$ cat config.mk
export PLATFORM = sky130hd
export DESIGN_NAME = qra_isqrt
export DESIGN_NICKNAME = d
export VERILOG_FILES = /design/src/hdl/qra_isqrt.sv
export SDC_FILE = /design/constraint.sdc
export NUM_CORES = 1
export LEC_CHECK = 0
export BUFFER_PORTS_ARGS = -buffer_cell sky130_fd_sc_hd__buf_2
export CAP_MARGIN = 0
export CORE_MARGIN = 5
export CORE_UTILIZATION = 40
export CTS_BUF_LIST = sky130_fd_sc_hd__clkbuf_16
export DETAILED_ROUTE_END_ITERATION = 12
export GPL_TIMING_DRIVEN = 0
export PLACE_DENSITY_LB_ADDON = 0.1
export SLEW_MARGIN = 20
export SYNTH_ARGS = -nofsm -noshare
export SYNTH_HDL_FRONTEND = slang
export SYNTH_SLANG_ARGS = --single-unit
$ cat constraint.sdc
create_clock -name aclk -period 6.5 [get_ports aclk]
set_clock_uncertainty 0.05 [all_clocks]
set_input_delay 0.325 -clock aclk [delete_from_list [all_inputs] [get_ports aclk]]
set_output_delay 0.325 -clock aclk [all_outputs]
set_load 0.01 [all_outputs]
$ cat src/hdl/qra_isqrt.sv
// Bit-serial integer square root, two radicand bits per cycle.
// No dependencies.
module qra_isqrt #(
    parameter int W = 32
) (
    input  logic              aclk,
    input  logic              aresetn,
    input  logic              start,
    input  logic [2*W+1:0]    radicand,
    output logic              done,
    output logic [W:0]        root
);
    localparam int SW = 2 * W + 2;
    localparam int RW = W + 1;
    localparam int CW = $clog2(RW + 1);

    logic          busy_reg;
    logic          done_reg;
    logic [CW-1:0] cnt_reg;
    logic [SW-1:0] s_reg;
    logic [RW-1:0] root_reg;
    logic [RW:0]   rem_reg;
    logic [RW+2:0] rsh;
    logic [RW+2:0] trial;
    logic [RW+2:0] diff;
    logic          fits;

    always_comb begin
        rsh   = {rem_reg, s_reg[SW-1:SW-2]};
        trial = {1'b0, root_reg, 2'b01};
        diff  = rsh - trial;
        fits  = (rsh >= trial);
    end

    always_ff @(posedge aclk) begin
        if (!aresetn) begin
            busy_reg <= 1'b0;
            done_reg <= 1'b0;
        end else begin
            done_reg <= 1'b0;
            if (start) begin
                busy_reg <= 1'b1;
                cnt_reg  <= CW'(RW);
                s_reg    <= radicand;
                root_reg <= '0;
                rem_reg  <= '0;
            end else if (busy_reg) begin
                s_reg    <= {s_reg[SW-3:0], 2'b00};
                root_reg <= {root_reg[RW-2:0], fits};
                rem_reg  <= fits ? diff[RW:0] : rsh[RW:0];
                cnt_reg  <= cnt_reg - CW'(1);
                if (cnt_reg == CW'(1)) begin
                    busy_reg <= 1'b0;
                    done_reg <= 1'b1;
                end
            end
        end
    end

    assign done = done_reg;
    assign root = root_reg;
endmodule

==> impl_metrics.toml, run 1 <==
[run_status]
status = "completed"

[synthesis]
yosys_warnings = 0
synth_most_common_cell = "edfxtp_1"
synth_area_um2 = 7630
ys_seq_elements = 141
ys_seq_area_share_pct = 55.3
synth.cells.most_frequent = "139 x edfxtp_1, 79 x nor2_1, 64 x mux2_2, 40 x inv_1, 37 x ha_1"
yosysTopAreaCell = "edfxtp_1"
synth_flop_cell = "edfxtp_1"
ys_types = 51
synth-edff-count = 139
synth_area_leaders = "edfxtp_1 55%, mux2_2 9.5%, ha_1 6.1%"
synth_top_area_share_pct = 54.7
syn_inst = 627
synth_nets = 733
synthArstFlopShare_pct = 0
syn_avg_cell_area_um2 = 12.2

[clocking]
root_buffer = "clkbuf_16"
tritoncts = "yes"
clock-sinks = 141
clockBufferDepth = 2
cts_resized = 0
clk_latency_ns = 0.41
cts_buffers = 17
htree_levels = 4
postCtsHoldBufs = 0
path_clk_slew_ns = 0.06
cts_setup_buffers = 0

[critical_path]
required_ns = 6.59
critical_path.max_fanout = 10
reg2reg_from = "root[0]"
cp_top_family = "compound AO/OA/AOI/OAI gates"
max_stage_delay_ns = 0.43
rrSetupSlack_ns = 3.25
startpoint_type = "flip-flop"
crit_type = "reg2reg"
path_cells = "inv_1 -> ha_1 -> nand2b_1 -> a21o_1 -> a21oi_1 -> o21ai_1 -> nand2_1 -> a211o_1 -> a41oi_2 -> buf_6 -> buf_6 -> mux2i_1 -> nor2_1"
reg2reg_to = "rem_reg[26]"
endpoint_kind = "flip-flop"
startpoint = "root[0]"
r2r_cells = 13
path_buf_inv = 3
cp.arrival_ns = 3.34
timing.critical_path.mode_cell = "buf_6"
cpMaxStageDelayCell = "edfxtp_1"

[floorplan]
ioPinCount = 103
die_h_um = 148
die_x_um = 148
design.core.area_um2 = 18800
initial_utilization_pct = 40.6
die-area_um2 = 21900
num_rows = 50

[run]
maxCapViolations = 0

[place]
port_buffers = 101
dpl.hpwl_um = 12000
gp_congestion = 0.892
dp_slack_ns = 3.20

[min_path]
hold_class = "in2reg"
min_path_cells = 2
hp-start = "aresetn"
hold-path-endpoint = "done"

[global_route]
track_usage_pct = 15.6
globalRoute.totalOverflow = 0
grt_antenna_before_repair = 4
grt_start_max_net_pins = 48
grt_first_pass_wirelength_um = 27400
first_global_vias = 5481

[drt]
first_iter_violations = 283
firstDrtPassIters = 5
detail_route.wl_per_cell_um = 16.4
drt-vias-per-instance = 5.12
vias = 5114
ant_nets = 0
finalWirelength_um = 16400
drc = 0

[sta]
finalCriticalPeriod_ns = 3.25
fin_ws_ns = 3.25
worstMarginPinSlew_ns = 0.663
rsz0062_at_grt = "false"
slew_headroom_pct = 55.8
finalSetupViolations = 0
drv_slew = 0
fin_setup_tns_ns = 0
hold_viol = 0
max_freq_mhz = 308
layout_worst_path_cycle_share_pct = 50.0

[power]
irDropWorstVdd_mv = 0.188
powerDensity_nw_per_um2 = 285
p_leak_uw = 0.00367

[cells_and_area]
drive_above_1_share_pct = 27.5
fin_nets = 856
largest_reg_flops = 66
syn2layout_area_growth_pct = 18.8
-- worst max path at each step --
stage	depth (start not counted)	to	slack (ns)
after floorplan	3	cnt_reg[0]	1.89
after global placement	3	rem_reg[23]	0.14
after detailed placement	13	rem_reg[26]	3.20
after CTS	13	rem_reg[26]	3.18
after global routing	12	rem_reg[26]	2.99
final	13	rem_reg[26]	3.25
-- cell families (layout without fill, tap and decap cells) --
group | count (synthesis) | in the layout | share of synthesized area (%)
XOR/XNOR | 32 | 32 | 3.68
AND/OR/NAND/NOR | 153 | 153 | 9.17
other | 0 | 1 | 0
AO/OA/AOI/OAI | 106 | 106 | 9.29
buffers and inverters | 68 | 204 | 3.68
flip-flops | 141 | 141 | 55.3
adder cells (fa/ha/maj) | 37 | 37 | 6.07
multiplexers | 90 | 90 | 12.9
-- stage by stage --
| stage | area [um2] | std cells | hold slack [ns] | total power, uW | utilization, % |
|---|---|---|---|---|---|
| floorplan | 7630 | 627 | 0.404 | 1530 | - |
| global placement | 8420 | 962 | 0.420 | 1670 | 44.9 |
| detailed placement | 8490 | 965 | 0.448 | 1670 | 45.2 |
| CTS | 9050 | 997 | 0.123 | 2610 | 48.2 |
| global route | 9050 | 997 | 0.120 | 2730 | 48.2 |
| finish | 9060 | 998 | 0.138 | 2580 | 48.3 |
-- layout make-up --
class / count / area (um2)
fillers: 1728 / 9710
flip-flops and latches: 141 / 4210
multi-input cells: 418 / 3140
repair buffers: 104 / 566
clock buffers: 17 / 425
well taps: 234 / 293
inverters: 41 / 154
clock inverters: 15 / 138
plain buffers: 27 / 126
diodes: 1 / 2.50
-- layout by cell type, fill, tap and decap left out, types with 4 or more instances in the layout --
cell type,count
edfxtp_1,139
buf_2,103
nor2_1,79
mux2_2,64
inv_1,40
ha_1,37
a21oi_1,29
mux2i_1,26
clkbuf_1,21
xnor2_1,20
nand2_1,19
a21o_1,19
clkbuf_16,17
o21ai_0,13
xor2_1,12
nor3_1,10
and3_1,9
nand4_1,8
and2_1,6
nor2b_1,5
nand3_1,5
nand2b_1,5
o211ai_1,5
inv_6,5
a211oi_1,4
o21bai_1,4
a211o_1,4
clkinvlp_4,4
-- power breakdown --
group          internal, uW  total [uW]  switching, uW
clock                   531         932            400
sequential             1090        1120           29.2
combinational           235         527            293
-- metal layers --
metal	part of all wire [%]	vias up	wire length [um]	global-route usage, %
li1	-	2542	-	-
met1	45	2426	7300	19.6
met2	47	121	7670	25.1
met3	7.4	17	1210	6.12
met4	0.92	8	151	4.57
met5	0.24	-	39	0
Note: power is estimated with default switching activity, not from simulation.
==> run 2: changes to the inputs <==
Clock period 6.5 ns to 3.4 ns, I/O delays scaled along.
==> impl_metrics.toml, run 2 (synthesis gave the netlist of run 1 again) <==
[run_status]
status = "completed"

[critical_path]
crit_type = "reg2reg"
reg2reg_to = "rem_reg[28]"
cp.arrival_ns = 3.24
reg2reg_from = "root[0]"
endpoint_kind = "flip-flop"
r2r_cells = 13
rrSetupSlack_ns = 0.25
critical_path.max_fanout = 10
required_ns = 3.50
startpoint_type = "flip-flop"

[power]
irDropWorstVdd_mv = 0.346
power_frac_seq_pct = 41.5
p_leak_uw = 0.00397
p_int_uw = 3750
p_switching_uw = 1410
swShare_pct = 27.3
total_power_uw = 5160
p_clk_share_pct = 37.8
p_comb_share_pct = 20.7
powerDensity_nw_per_um2 = 530

[clocking]
cts_buffers = 17
clockBufferDepth = 2
path_clk_slew_ns = 0.06
root_buffer = "clkbuf_16"
tritoncts = "yes"
clock-sinks = 141
clk_latency_ns = 0.42
htree_levels = 4

[cells_and_area]
largest_reg_flops = 66
fin_nets = 919
seq_area_um2 = 4210
most-common-layout-cells = "139 x edfxtp_1, 103 x buf_2, 79 x nor2_1"
multi_input_area_um2 = 3150
nFillCells = 1700
drive_above_1_share_pct = 25.8
antenna_cells = 0
layout_commonest_cell = "edfxtp_1"
syn2layout_area_growth_pct = 27.7

[sta]
worstMarginPinSlew_ns = 0.663
max_freq_mhz = 318
fin_hold_ws_ns = 0.0144
slew_headroom_pct = 55.8
layout_worst_path_cycle_share_pct = 92.6
rsz0062_at_grt = "false"
finalCriticalPeriod_ns = 3.15
fin_setup_tns_ns = 0
drv_slew = 0
finalSetupViolations = 0
fin_ws_ns = 0.252
hold_viol = 0

[drt]
detail_route.wl_per_cell_um = 16.0
ant_nets = 0
finalWirelength_um = 16900
drt-vias-per-instance = 5.08
drc = 0
first_iter_violations = 231
firstDrtPassIters = 4
vias = 5384

[min_path]
hold-path-endpoint = "s_reg[5]"
min_path_cells = 2
hp-start = "radicand[5]"
hold_class = "in2reg"

[global_route]
globalRoute.totalOverflow = 0
grt_start_max_net_pins = 47
grt_antenna_before_repair = 0
first_global_vias = 5627
track_usage_pct = 15.6
grt_first_pass_wirelength_um = 27500

[floorplan]
design.core.area_um2 = 18800
die_x_um = 148
num_rows = 50
die-area_um2 = 21900
ioPinCount = 103
initial_utilization_pct = 40.6
die_h_um = 148

[place]
dpl.hpwl_um = 11800
port_buffers = 101
dp_slack_ns = 0.0856
gp_congestion = 0.892

[run]
maxCapViolations = 0
-- run 2: power by group through the flow --
stage | registers [uW] | logic (uW) | clock network, uW
2_1_floorplan | 2180 | 747 | 0
3_3_place_gp | 2190 | 986 | 0
3_5_place_dp | 2180 | 1010 | 0
4_1_cts | 2150 | 1070 | 1990
5_1_grt | 2160 | 1190 | 2080
6_report | 2140 | 1070 | 1950
-- run 2: layout make-up --
| type | instances | area share (%) |
|---|---|---|
| flip-flops and latches | 141 | 43.3 |
| multi-input cells | 418 | 32.3 |
| repair buffers | 167 | 12.3 |
| clock buffers | 17 | 4.37 |
| well taps | 234 | 3.01 |
| clock inverters | 15 | 1.91 |
| inverters | 41 | 1.58 |
| plain buffers | 27 | 1.30 |
-- run 2: worst max path at each step --
stage | startpoint | endpoint | slack, ns | cells past startpoint
6_report | root[0] | rem_reg[28] | 0.25 | 13
5_1_grt | root[4] | rem_reg[31] | 0.002 | 11
4_1_cts | root[0] | rem_reg[28] | 0.08 | 13
3_5_place_dp | root[0] | rem_reg[28] | 0.09 | 13
3_3_place_gp | start | root[21] | -0.80 | 3
2_1_floorplan | start | cnt_reg[0] | 0.37 | 3
-- run 2: what timing repair did --
| item | in CTS | in global routing |
|---|---|---|
| endpoints found under the hold margin | 62 | 1 |
| setup endpoints to repair | 0 | 19 |
| resized for setup | 0 | 2 |
| hold buffers | 62 | 1 |
| setup buffers | 0 | 0 |
-- run 2: metrics by stage --
step	instance area, um2	utilization, %	instances
6_report	9740	51.9	1060
3_3_place_gp	8430	44.9	962
4_1_cts	9720	51.8	1059
3_5_place_dp	8490	45.2	965
5_1_grt	9740	51.9	1060
2_1_floorplan	7630	-	627
-- run 2: worst max-delay path, stage by stage (launching register included) --
cell and delay [ns]:
edfxtp_1 0.42, inv_1 0.14, ha_1 0.30, nand2b_1 0.13, a21o_1 0.14, a21oi_1 0.10
o21ai_2 0.20, nand2_1 0.14, a211o_1 0.33, a41oi_2 0.23, buf_6 0.20, buf_6 0.19
mux2i_1 0.24, nor2_1 0.06
-- run 2: metal layers --
layer	share of wire (%)	up-vias	global-route usage, %
met4	2.3	0	6.00
met5	0	-	0
met1	46	2557	20.1
met3	5.5	32	4.42
met2	46	130	25.0
li1	-	2665	-
==> run 3: changes to the inputs <==
Settings changed: HOLD_SLACK_MARGIN set to 0.06.
==> impl_metrics.toml, run 3 (synthesis gave the netlist of run 1 again) <==
[run_status]
status = "completed"

[clocking]
path_clk_slew_ns = 0.06
clockBufferDepth = 2
root_buffer = "clkbuf_16"
tritoncts = "yes"
clock-sinks = 141
cts_setup_buffers = 0
clk_latency_ns = 0.42
htree_levels = 4
cts_buffers = 17

[drt]
ant_nets = 0
finalWirelength_um = 17000
vias = 5424
first_iter_violations = 222
firstDrtPassIters = 4
drt-vias-per-instance = 5.10
detail_route.wl_per_cell_um = 16.0
drc = 0

[critical_path]
timing.critical_path.mode_cell = "buf_6"
critical_path.max_fanout = 10
endpoint_kind = "flip-flop"
cp.arrival_ns = 3.25
startpoint_type = "flip-flop"
r2r_cells = 13
required_ns = 3.50
cpMaxStageDelayCell = "edfxtp_1"
crit_type = "reg2reg"
max_stage_delay_ns = 0.43
path_cells = "inv_1 -> ha_1 -> nand2b_1 -> a21o_1 -> a21oi_1 -> o21ai_2 -> nand2_1 -> a211o_1 -> a41oi_2 -> buf_6 -> buf_6 -> mux2i_1 -> nor2_1"

[cells_and_area]
fin_nets = 923
largest_reg_flops = 66
syn2layout_area_growth_pct = 28.3
layout_commonest_cell = "edfxtp_1"
antenna_cells = 0
fin_area_um2 = 9780
finalNonFillerCells = 1064
fin_util_pct = 52.1
drive_above_1_share_pct = 25.7
most-common-layout-cells = "139 x edfxtp_1, 103 x buf_2, 79 x nor2_1"

[global_route]
globalRoute.totalOverflow = 0
track_usage_pct = 15.7
first_global_vias = 5676
grt_first_pass_wirelength_um = 27700
grt_antenna_before_repair = 0
grt_start_max_net_pins = 47

[sta]
max_freq_mhz = 317
drv_slew = 0
finalSetupViolations = 0
layout_worst_path_cycle_share_pct = 92.8
slew_headroom_pct = 56.0
finalCriticalPeriod_ns = 3.16
hold_viol = 0
fin_setup_tns_ns = 0
worstMarginPinSlew_ns = 0.661
rsz0062_at_grt = "false"

[power]
total_power_uw = 5160
irDropWorstVdd_mv = 0.345
powerDensity_nw_per_um2 = 528
p_leak_uw = 0.00398

[place]
gp_congestion = 0.892
dpl.hpwl_um = 11800
port_buffers = 101
dp.cells = 965
placed_area_um2 = 8490

[min_path]
hold_class = "reg2reg"
min_path_cells = 1

[floorplan]
num_rows = 50
die_h_um = 148
ioPinCount = 103
initial_utilization_pct = 40.6
die_x_um = 148
design.core.area_um2 = 18800
die-area_um2 = 21900

[run]
maxCapViolations = 0
run 3: repair_timing:
action | in CTS | in global routing
endpoints found under the hold margin | 67 | 0
hold buffers | 67 | 0
endpoints found under the setup margin | 0 | 19
gates resized for setup | 0 | 2
run 3: final timing paths:
check / slack (ns) / start / to
max: 0.24 / root[0] / rem_reg[27]
min: 0.45 / busy_reg / done
max reg2reg: 0.24 / root[0] / rem_reg[27]
min reg2reg: 0.45 / busy_reg / done
run 3: through the flow:
step / hold WS, ns / worst slack [ns]
floorplan: 0.273 / 0.369
global placement: 0.377 / -0.801
detailed placement: 0.381 / 0.0856
CTS: 0.450 / 0.0755
global route: 0.458 / 0.00180
finish: 0.446 / 0.244
run 3: routing by layer:
metal	vias up	share of wire (%)	GRT usage, %
li1	2677	-	-
met1	2579	46	20.2
met2	136	46	25.4
met3	32	5.2	4.39
met4	0	2.3	6.00
met5	-	0	0
run 3: worst max-delay path: cells and delay by family (launching register included):
| kind | cells | cell delay [ns] |
|---|---|---|
| AO/OA/AOI/OAI | 5 | 0.99 |
| adder cells (fa/ha/maj) | 1 | 0.30 |
| buffers and inverters | 3 | 0.53 |
| flip-flops | 1 | 0.43 |
| multiplexers | 1 | 0.24 |
| AND/OR/NAND/NOR | 3 | 0.33 |
run 3: layout make-up:
class,count,area [um2]
clock buffer,17,425
clock inverter,15,186
fill,1690,8990
inverter,41,154
buffer,27,126
multi-input combinational,418,3150
timing repair buffer,171,1240
tap,234,293
sequential,141,4210
run 3: report_power, final:
group / internal [uW] / switching, uW / leakage, uW
sequential: 2090 / 55.8 / 0.00136
combinational: 500 / 574 / 0.00233
clock: 1170 / 777 / 0.000294
