<file path="src/hdl/qra_div.sv">
// Restoring long divider, one quotient bit per cycle.
// No dependencies.
module qra_div #(
    parameter int W = 32,
    parameter int F = 30
) (
    input  logic             aclk,
    input  logic             aresetn,
    input  logic             start,
    input  logic [W+F-1:0]   num,
    input  logic [W:0]       den,
    output logic             done,
    output logic [W+F-1:0]   quo
);
    localparam int NB = W + F;
    localparam int CW = $clog2(NB + 1);

    logic          busy_reg;
    logic          done_reg;
    logic [CW-1:0] cnt_reg;
    logic [NB-1:0] num_reg;
    logic [NB-1:0] quo_reg;
    logic [W:0]    rem_reg;
    logic [W+1:0]  rem_sh;
    logic [W+1:0]  diff;
    logic          fits;

    always_comb begin
        rem_sh = {rem_reg, num_reg[NB-1]};
        diff   = rem_sh - {1'b0, den};
        fits   = (rem_sh >= {1'b0, den});
    end

    always_ff @(posedge aclk) begin
        if (!aresetn) begin
            busy_reg <= 1'b0;
            done_reg <= 1'b0;
        end else begin
            done_reg <= 1'b0;
            if (start) begin
                busy_reg <= 1'b1;
                cnt_reg  <= CW'(NB);
                num_reg  <= num;
                quo_reg  <= '0;
                rem_reg  <= '0;
            end else if (busy_reg) begin
                num_reg <= {num_reg[NB-2:0], 1'b0};
                quo_reg <= {quo_reg[NB-2:0], fits};
                rem_reg <= fits ? diff[W:0] : rem_sh[W:0];
                cnt_reg <= cnt_reg - CW'(1);
                if (cnt_reg == CW'(1)) begin
                    busy_reg <= 1'b0;
                    done_reg <= 1'b1;
                end
            end
        end
    end

    assign done = done_reg;
    assign quo  = quo_reg;
endmodule

</file>
<file path="config.mk">
export PLATFORM = sky130hd
export DESIGN_NAME = qra_div
export DESIGN_NICKNAME = d
export VERILOG_FILES = /design/src/hdl/qra_div.sv
export SDC_FILE = /design/constraint.sdc
export NUM_CORES = 1
export LEC_CHECK = 0
export BUFFER_PORTS_ARGS = -buffer_cell sky130_fd_sc_hd__buf_2
export CAP_MARGIN = 30
export CORE_MARGIN = 2
export CORE_UTILIZATION = 56
export DETAILED_ROUTE_END_ITERATION = 8
export HOLD_SLACK_MARGIN = 0.12
export PLACE_DENSITY = 0.91
export SLEW_MARGIN = 10
export SYNTH_ARGS = -nofsm -noshare
export SYNTH_HDL_FRONTEND = slang
export SYNTH_SLANG_ARGS = --single-unit
</file>
<file path="constraint.sdc">
create_clock -name aclk -period 6.43 [get_ports aclk]
set_input_delay 0.643 -clock aclk [delete_from_list [all_inputs] [get_ports aclk]]
set_output_delay 0.643 -clock aclk [all_outputs]
set_load 0.05 [all_outputs]
</file>
==> results of run 1 <==
final cells by class:
| cell class | instances | area [um^2] |
|---|---|---|
| Clock buffer | 17 | 425.4 |
| Clock inverter | 14 | 141.4 |
| Fill cell | 1126 | 4976 |
| Inverter | 43 | 161.4 |
| Multi-Input combinational cell | 444 | 3374 |
| Sequential cell | 165 | 4935 |
| Tap cell | 188 | 235.2 |
| Timing Repair Buffer | 165 | 840.8 |
layer usage:
layer | part of all wire | routed length [um] | track usage
met1 | 0.43 | 7511 | 0.2709
met2 | 0.49 | 8472 | 0.3482
met3 | 0.052 | 896 | 0.06469
met5 | 0 | 0 | 0
met4 | 0.028 | 490 | 0.09438
stage by stage:
| stage | utilization | cell area [um^2] |
|---|---|---|
| global placement | 0.6327 | 9547 |
| floorplan | - | 8606 |
| detailed placement | 0.6327 | 9547 |
| global route | 0.6702 | 10110 |
| CTS | 0.6702 | 10110 |
| finish | 0.6702 | 10110 |
kinds of logic (layout without fill, tap and decap cells):
kind of cell | after synthesis | count (layout) | synth area share
simple gates | 189 | 189 | 0.1140
flops | 165 | 165 | 0.5734
compound gates | 94 | 94 | 0.07371
mux | 92 | 92 | 0.1159
buf+inv | 71 | 239 | 0.03620
fa+ha+maj | 36 | 36 | 0.05321
xor+xnor | 33 | 33 | 0.03359
cells in the final DEF, fill, tap and decap left out, types with 2 or more instances in the layout:
cell type / synthesis / routed
sky130_fd_sc_hd__o221ai_1: 3 / 3
sky130_fd_sc_hd__clkinv_4: 0 / 3
sky130_fd_sc_hd__a31oi_1: 3 / 3
sky130_fd_sc_hd__a31o_1: 2 / 2
sky130_fd_sc_hd__or2_2: 2 / 2
sky130_fd_sc_hd__nor4_1: 5 / 5
sky130_fd_sc_hd__and2_1: 3 / 3
sky130_fd_sc_hd__nand4_1: 8 / 8
sky130_fd_sc_hd__clkinvlp_4: 0 / 3
sky130_fd_sc_hd__buf_4: 0 / 6
sky130_fd_sc_hd__buf_2: 0 / 159
sky130_fd_sc_hd__o21a_1: 6 / 5
sky130_fd_sc_hd__a21boi_0: 2 / 2
sky130_fd_sc_hd__edfxtp_1: 163 / 163
sky130_fd_sc_hd__xor2_1: 13 / 13
sky130_fd_sc_hd__o21bai_1: 3 / 3
sky130_fd_sc_hd__ha_1: 35 / 35
sky130_fd_sc_hd__nor3_1: 4 / 4
sky130_fd_sc_hd__a21oi_1: 28 / 28
sky130_fd_sc_hd__clkbuf_16: 0 / 17
sky130_fd_sc_hd__nand3_1: 5 / 5
sky130_fd_sc_hd__o21ai_0: 14 / 14
sky130_fd_sc_hd__nor2b_1: 67 / 67
sky130_fd_sc_hd__nand2b_1: 9 / 9
sky130_fd_sc_hd__a221o_1: 2 / 2
sky130_fd_sc_hd__mux2i_1: 31 / 31
sky130_fd_sc_hd__dfxtp_1: 2 / 2
sky130_fd_sc_hd__a211oi_1: 8 / 8
sky130_fd_sc_hd__a21o_1: 12 / 12
sky130_fd_sc_hd__nand2_1: 29 / 29
sky130_fd_sc_hd__inv_8: 0 / 2
sky130_fd_sc_hd__and3_1: 6 / 6
sky130_fd_sc_hd__xnor2_1: 20 / 20
sky130_fd_sc_hd__inv_6: 0 / 4
sky130_fd_sc_hd__nor2_1: 49 / 49
sky130_fd_sc_hd__mux2_2: 61 / 61
sky130_fd_sc_hd__o41ai_1: 2 / 2
sky130_fd_sc_hd__inv_1: 42 / 42
worst max-delay path, delay by kind of cell, from the launching register on:
family	cells	cell delay, ns
fa+ha+maj	2	0.57
mux	1	0.22
compound gates	7	2.46
simple gates	1	0.05
flops	1	0.36
buf+inv	3	0.53
where the power goes:
group	switching, W	leakage, nW	internal [W]
clock	0.000441	0.271	0.000542
sequential	0.0000338	1.59	0.00128
combinational	0.000363	2.30	0.000237
total	0.000838	4.17	0.00206
how the worst min path moves through the flow:
stage	end	depth (start not counted)	slack (ns)
2_1_floorplan	done	1	0.45
3_3_place_gp	done	1	0.48
3_5_place_dp	done	1	0.48
4_1_cts	done	2	0.47
5_1_grt	done	2	0.48
6_report	done	2	0.48
==> Flow_metrics.wiki, run 1 <==
{| class="wikitable"
! Metric !! Value
|-
| Maximum fanout along the worst path || 24
|-
| Die Height || 128.0 um
|-
| Required @ worst endpoint || 6.57 ns
|-
| Final period demand of the worst path || 4.456 ns
|-
| Worst setup path start || num_reg[61]
|-
| Vias in the first global route || 5681
|-
| CP most frequent cell || sky130_fd_sc_hd__inv_1
|-
| Number of warnings issued by yosys || 0
|-
| Classification of the worst-slack hold path || input port to flip-flop
|-
| Antenna violations before repair || 0
|-
| Tcrit/Tclk final || 0.6930
|-
| Num CTS Buffers || 17
|-
| Non-filler cells in the finished layout || 1036
|-
| Hold-fix buffers, CTS || 0
|-
| CP Class || flip-flop to flip-flop
|-
| Static Leakage || 4.165 nW
|-
| Setup TNS Final || 0 ns
|-
| Via count || 5698
|-
| Worst Slack Setup Final || 1.974 ns
|-
| Growth of design area from synthesis to finish || 17.52%
|-
| Slew at the pin with the worst max-slew slack || 0.9467 ns
|-
| Area fraction of the dominant cell type after synthesis || 0.5688
|-
| Depth of the worst register-to-register path || 14
|-
| Routed Wire Length || 17.37 mm
|-
| Placement Setup Slack || 1.716 ns
|-
| Critical register-to-register path endpoint || rem_reg[4]
|-
| Mapped cell area || 8606 um^2
|-
| Cell with the biggest individual delay on the critical path || sky130_fd_sc_hd__a21oi_4
|-
| Maxcap violations || 0
|-
| Cell count after synthesis || 680
|-
| Initial DRC count || 423
|-
| Floorplan die area || 16380 um^2
|-
| Delay of the slowest critical-path stage || 0.77 ns
|-
| Reg-to-reg startpoint || num_reg[61]
|-
| Die span in x || 128.0 um
|-
| Worst-case vdd ir drop || 0.0001943 V
|-
| Final Hold Viols || 0
|-
| Router iterations before antenna repair || 4
|-
| Number of instances resized during post-cts repair || 0
|-
| First-pass GRT wire length || 27.34 mm
|-
| Cells taking the most area after synthesis || sky130_fd_sc_hd__edfxtp_1 (57%), sky130_fd_sc_hd__mux2_2 (8.0%), sky130_fd_sc_hd__ha_1 (5.1%)
|-
| Placement Rows || 45
|-
| Number of unique standard cell types used by synthesis || 48
|-
| Clock latency on the worst-skew pair || 0.42 ns
|-
| Sink Count || 165
|-
| Arrival @ worst endpoint || 4.60 ns
|-
| Setup repair after global routing missed its margin || false
|-
| Largest net degree at the start of global routing || 61
|-
| Post-synth EDFFs || 163
|-
| Setup bufs post-CTS || 0
|-
| Start point of the worst min-delay path || aresetn
|-
| Post-synthesis area per instance || 12.66 um^2
|-
| Port-buffer cells || 160
|-
| Worst setup path end || rem_reg[4]
|-
| Achievable frequency || 0.2244 GHz
|-
| Post-route total power || 0.002902 W
|-
| CTS tree || done
|-
| Max_slew headroom || 0.3675
|-
| Count of final max-slew check failures || 0
|-
| Io pins || 161
|-
| Power per standard cell area || 286.9 nW/um^2
|-
| Clock skew || 0.01325 ns
|-
| Most frequently used cell type in the post-synthesis netlist || sky130_fd_sc_hd__edfxtp_1
|-
| Final Setup Violations || 0
|-
| DRC violation count after routing || 0
|-
| Ordered cell list for the critical path || inv_1 > ha_1 > inv_1 > fa_1 > a21o_1 > a31o_1 > a31oi_2 > o221ai_1 > a41o_1 > a211o_1 > a21oi_4 > buf_4 > mux2i_1 > nor2_1
|-
| Global routing usage summed across all routing layers || 0.2156
|-
| Per-cell routed wire length || 16.77 um
|-
| Share of layout cells above drive strength 1 || 0.3113
|-
| Library cell with the largest summed area after synthesis || sky130_fd_sc_hd__edfxtp_1
|-
| Total half-perimeter wirelength after legalization and detailed placement || 11.91 mm
|-
| Post-route ant nets || 0
|-
| Fraction of the yosys area taken by sequential cells || 0.5734
|-
| Depth of the CTS H-tree || 4
|-
| Status || completed
|-
| Launching element type of the critical path || flip-flop
|-
| Post-synthesis register bit count || 165
|-
| Register-to-register path setup slack || 1.97 ns
|-
| Post-CTS clock slew at the launch and capture registers of the worst setup and hold paths || 0.07 ns
|-
| GP Congestion || 0.9372
|-
| Floorplan Core Area || 15090 um^2
|-
| Effective utilization at floorplan || 0.5703
|-
| Mapped Nets || 814
|-
| Clock buffer depth || 2
|-
| Antenna diodes || 0
|-
| Net count reported at finish || 970
|-
| Endpoint kind of the worst setup timing path || flip-flop
|-
| GR Overflow Total || 0
|-
| Post-synthesis async set-or-reset flop share || 0
|-
| Routed vias/inst || 5.500
|-
| Worst hold slack after final layout || 0.4835 ns
|-
| Most used standard cells in the synthesized netlist || sky130_fd_sc_hd__edfxtp_1 (163), sky130_fd_sc_hd__nor2b_1 (67), sky130_fd_sc_hd__mux2_2 (61)
|-
| Number of instances in the placed design || 1005
|-
| Ys flop type || sky130_fd_sc_hd__edfxtp_1
|-
| Root buffer cell || sky130_fd_sc_hd__clkbuf_16
|}
No activity file was read; power rests on OpenSTA's default activity.
==> run 2: changes to the inputs <==
--- a/config.mk
+++ b/config.mk
@@ -8,10 +8,10 @@
 export BUFFER_PORTS_ARGS = -buffer_cell sky130_fd_sc_hd__buf_2
 export CAP_MARGIN = 30
 export CORE_MARGIN = 2
-export CORE_UTILIZATION = 56
+export CORE_UTILIZATION = 51
 export DETAILED_ROUTE_END_ITERATION = 8
 export HOLD_SLACK_MARGIN = 0.12
-export PLACE_DENSITY = 0.91
+export PLACE_DENSITY = 0.88
 export SLEW_MARGIN = 10
 export SYNTH_ARGS = -nofsm -noshare
 export SYNTH_HDL_FRONTEND = slang
==> constraint.sdc (replaced) <==
create_clock -name aclk -period 4.05 [get_ports aclk]
set_input_delay 0.405 -clock aclk [delete_from_list [all_inputs] [get_ports aclk]]
set_output_delay 0.405 -clock aclk [all_outputs]
set_load 0.05 [all_outputs]
==> run 2 against run 1 <==
  * Final area is 1.1% higher
  * Clock power grew 64%
  * Non-clock buffer count rose by 2
  * Sequential share of layout area decreased by 0.51 points
  * Global-route usage decreased by 1.5 points
  * Power increased by 61%
  * Count of clock-buffer cells in the layout unchanged
  * Sequential power increased by 58%
  * Worst setup slack lost 1.7 ns
  * Largest power group unchanged
==> Flow_metrics.wiki, run 2 (synthesized netlist as in run 1, its figures left out) <==
{| class="wikitable"
! Metric !! Value
|-
| Depth of the CTS H-tree || 4 (unchanged)
|-
| Hold-fix buffers, CTS || 0 (unchanged)
|-
| Die Height || 133.9 um (+4.6%)
|-
| Commonest cells after routing, fill and taps aside || sky130_fd_sc_hd__edfxtp_1 (163), sky130_fd_sc_hd__buf_2 (159), sky130_fd_sc_hd__nor2b_1 (67)
|-
| Root buffer cell || sky130_fd_sc_hd__clkbuf_16
|-
| Clock latency on the worst-skew pair || 0.42 ns (about the same)
|-
| Io pins || 161 (unchanged)
|-
| Die span in x || 133.9 um (+4.6%)
|-
| Routed Wire Length || 17.63 mm (+1.5%)
|-
| Per-cell routed wire length || 16.44 um (-1.9%)
|-
| Endpoint with the worst hold slack || done
|-
| Count of final max-slew check failures || 0 (unchanged)
|-
| Required @ worst endpoint || 4.19 ns (-2.38 ns)
|-
| GP Congestion || 0.8691 (-7.3%)
|-
| Via count || 5763 (+1.1%)
|-
| GR Overflow Total || 0 (unchanged)
|-
| Delay of the slowest critical-path stage || 0.39 ns (-0.38 ns)
|-
| Routed vias/inst || 5.376 (-2.3%)
|-
| Start point of the worst min-delay path || aresetn
|-
| Final Hold Viols || 0 (unchanged)
|-
| Port-buffer cells || 160 (unchanged)
|-
| Number of instances resized during post-cts repair || 0 (unchanged)
|-
| Share of the core filled with cells || 0.6185 (-0.05177)
|-
| Leading cell type in the layout, fill and taps excluded || sky130_fd_sc_hd__edfxtp_1
|-
| Clock buffer depth || 2 (unchanged)
|-
| Post-route ant nets || 0 (unchanged)
|-
| CTS tree || done
|-
| DRC violation count after routing || 0 (unchanged)
|-
| Floorplan Core Area || 16520 um^2 (+9.5%)
|-
| Net count reported at finish || 972 (+0.21%)
|-
| Placement Rows || 47 (+4.4%)
|-
| Launching element type of the critical path || flip-flop
|-
| Max_slew headroom || 0.5265 (+0.1590)
|-
| Status || completed
|-
| Arrival @ worst endpoint || 3.92 ns (-0.68 ns)
|-
| Slew at the pin with the worst max-slew slack || 0.7103 ns (-0.2364 ns)
|-
| Register-to-register path setup slack || 0.27 ns (-1.70 ns)
|-
| Worst-case vdd ir drop || 0.0003503 V (+80%)
|-
| Setup repair after global routing missed its margin || false
|-
| Sink Count || 165 (unchanged)
|-
| Num CTS Buffers || 17 (unchanged)
|-
| Maximum fanout along the worst path || 30 (+25%)
|-
| CP Class || flip-flop to flip-flop
|-
| Setup TNS Final || 0 ns (unchanged)
|-
| Placement Setup Slack || 0.2718 ns (-1.445 ns)
|-
| Vias in the first global route || 5807 (+2.2%)
|-
| Clock skew || 0.01058 ns (-0.002672 ns)
|-
| Classification of the worst-slack hold path || input port to flip-flop
|-
| Final period demand of the worst path || 3.781 ns (-0.6754 ns)
|-
| Buf+Inv Stages, Crit Path || 3 (unchanged)
|-
| Delay-heaviest family, CP || compound AO/OA/AOI/OAI gates
|-
| Static Leakage || 4.195 nW (+0.73%)
|-
| Final Setup Violations || 0 (unchanged)
|-
| Ordered cell list for the critical path || inv_1 > ha_1 > inv_1 > fa_1 > a21o_1 > a31o_1 > a31oi_2 > o221ai_1 > a41o_1 > a211o_1 > a21oi_4 > buf_12 > mux2i_1 > nor2_1
|-
| Global routing usage summed across all routing layers || 0.2008 (-0.01476)
|-
| Depth of the worst register-to-register path || 14 (unchanged)
|-
| Largest net degree at the start of global routing || 67 (+9.8%)
|-
| Floorplan die area || 17930 um^2 (+9.5%)
|-
| Count of filler cells inserted in the layout || 1329 (+18%)
|-
| Effective utilization at floorplan || 0.5208 (-0.04953)
|-
| Total half-perimeter wirelength after legalization and detailed placement || 12.33 mm (+3.5%)
|-
| Maxcap violations || 0 (unchanged)
|-
| Endpoint kind of the worst setup timing path || flip-flop
|-
| Critical register-to-register path endpoint || rem_reg[29]
|-
| Router iterations before antenna repair || 5 (+1)
|-
| Cell with the biggest individual delay on the critical path || sky130_fd_sc_hd__fa_1
|-
| Power per standard cell area || 456.0 nW/um^2 (+59%)
|-
| Setup bufs post-CTS || 0 (unchanged)
|-
| Worst hold path depth || 2 (unchanged)
|-
| Post-CTS clock slew at the launch and capture registers of the worst setup and hold paths || 0.07 ns (about the same)
|-
| Achievable frequency || 0.2645 GHz (+18%)
|-
| Tcrit/Tclk final || 0.9335 (+0.2405)
|-
| Worst Slack Setup Final || 0.2691 ns (-1.705 ns)
|-
| CP most frequent cell || sky130_fd_sc_hd__inv_1
|-
| Antenna violations before repair || 1 (+1)
|-
| Growth of design area from synthesis to finish || 18.76%
|-
| Initial DRC count || 394 (-6.9%)
|-
| First-pass GRT wire length || 28.18 mm (+3.1%)
|-
| Share of layout cells above drive strength 1 || 0.3114 (about the same)
|-
| Reg-to-reg startpoint || num_reg[61]
|}
run 2: changes by cell type in the layout (fill, tap and decap cells not counted), sizes merged:
cell	change
clkinv	+1
inv	+1
clkinvlp	-1
buf	+2
diode	+1
run 2: how the worst max path moves through the flow:
stage / start / end / slack, ns / cells after the start
2_1_floorplan: den[19] / rem_reg[19] / 0.65 / 14
3_3_place_gp: den[0] / rem_reg[2] / 0.39 / 14
3_5_place_dp: den[0] / rem_reg[7] / 0.27 / 14
4_1_cts: num_reg[61] / rem_reg[7] / 0.30 / 14
5_1_grt: num_reg[61] / rem_reg[1] / 0.09 / 14
6_report: num_reg[61] / rem_reg[29] / 0.27 / 14
run 2: metal layers:
metal  part of all wire  GRT usage  vias up
met5                  0          0        -
met4              0.024    0.07979        0
met3              0.055    0.04989       35
met2               0.49     0.3330      172
met1               0.43     0.2544     2759
li1                   -          -     2797
run 2: area by class of cell:
cell class                      count  area [um^2]  area share
Tap cell                          220        275.3     0.02693
Sequential cell                   165         4935      0.4829
Clock buffer                       17        425.4     0.04163
Timing Repair Buffer              167        880.8     0.08619
Inverter                           43        161.4     0.01579
Clock inverter                     15        165.2     0.01616
Antenna cell                        1        2.502   0.0002449
Multi-Input combinational cell    444         3374      0.3302
run 2: where the power goes:
group          total (W)  switching (W)  internal (W)
Combinational   0.000962       0.000578      0.000384
Clock            0.00161       0.000730      0.000876
Sequential       0.00209      0.0000547       0.00204
Total            0.00466        0.00136       0.00330
run 2: worst reg2reg max path: cells and delay by family (launching register included):
kind / cells / cell delay, ns
mux: 1 / 0.25
flops: 1 / 0.37
simple gates: 1 / 0.05
compound gates: 7 / 1.91
buf+inv: 3 / 0.38
fa+ha+maj: 2 / 0.55
run 2: metrics by stage:
step	area [um^2]	instances	total power (W)	hold slack, ns
after global placement	9627	1039	0.003052	0.4798
after detailed placement	9627	1039	0.003082	0.4834
final	10220	1072	0.004660	0.2478
after global routing	10220	1071	0.004853	0.2395
after CTS	10220	1071	0.004687	0.2305
after floorplan	8607	680	0.002864	0.4541
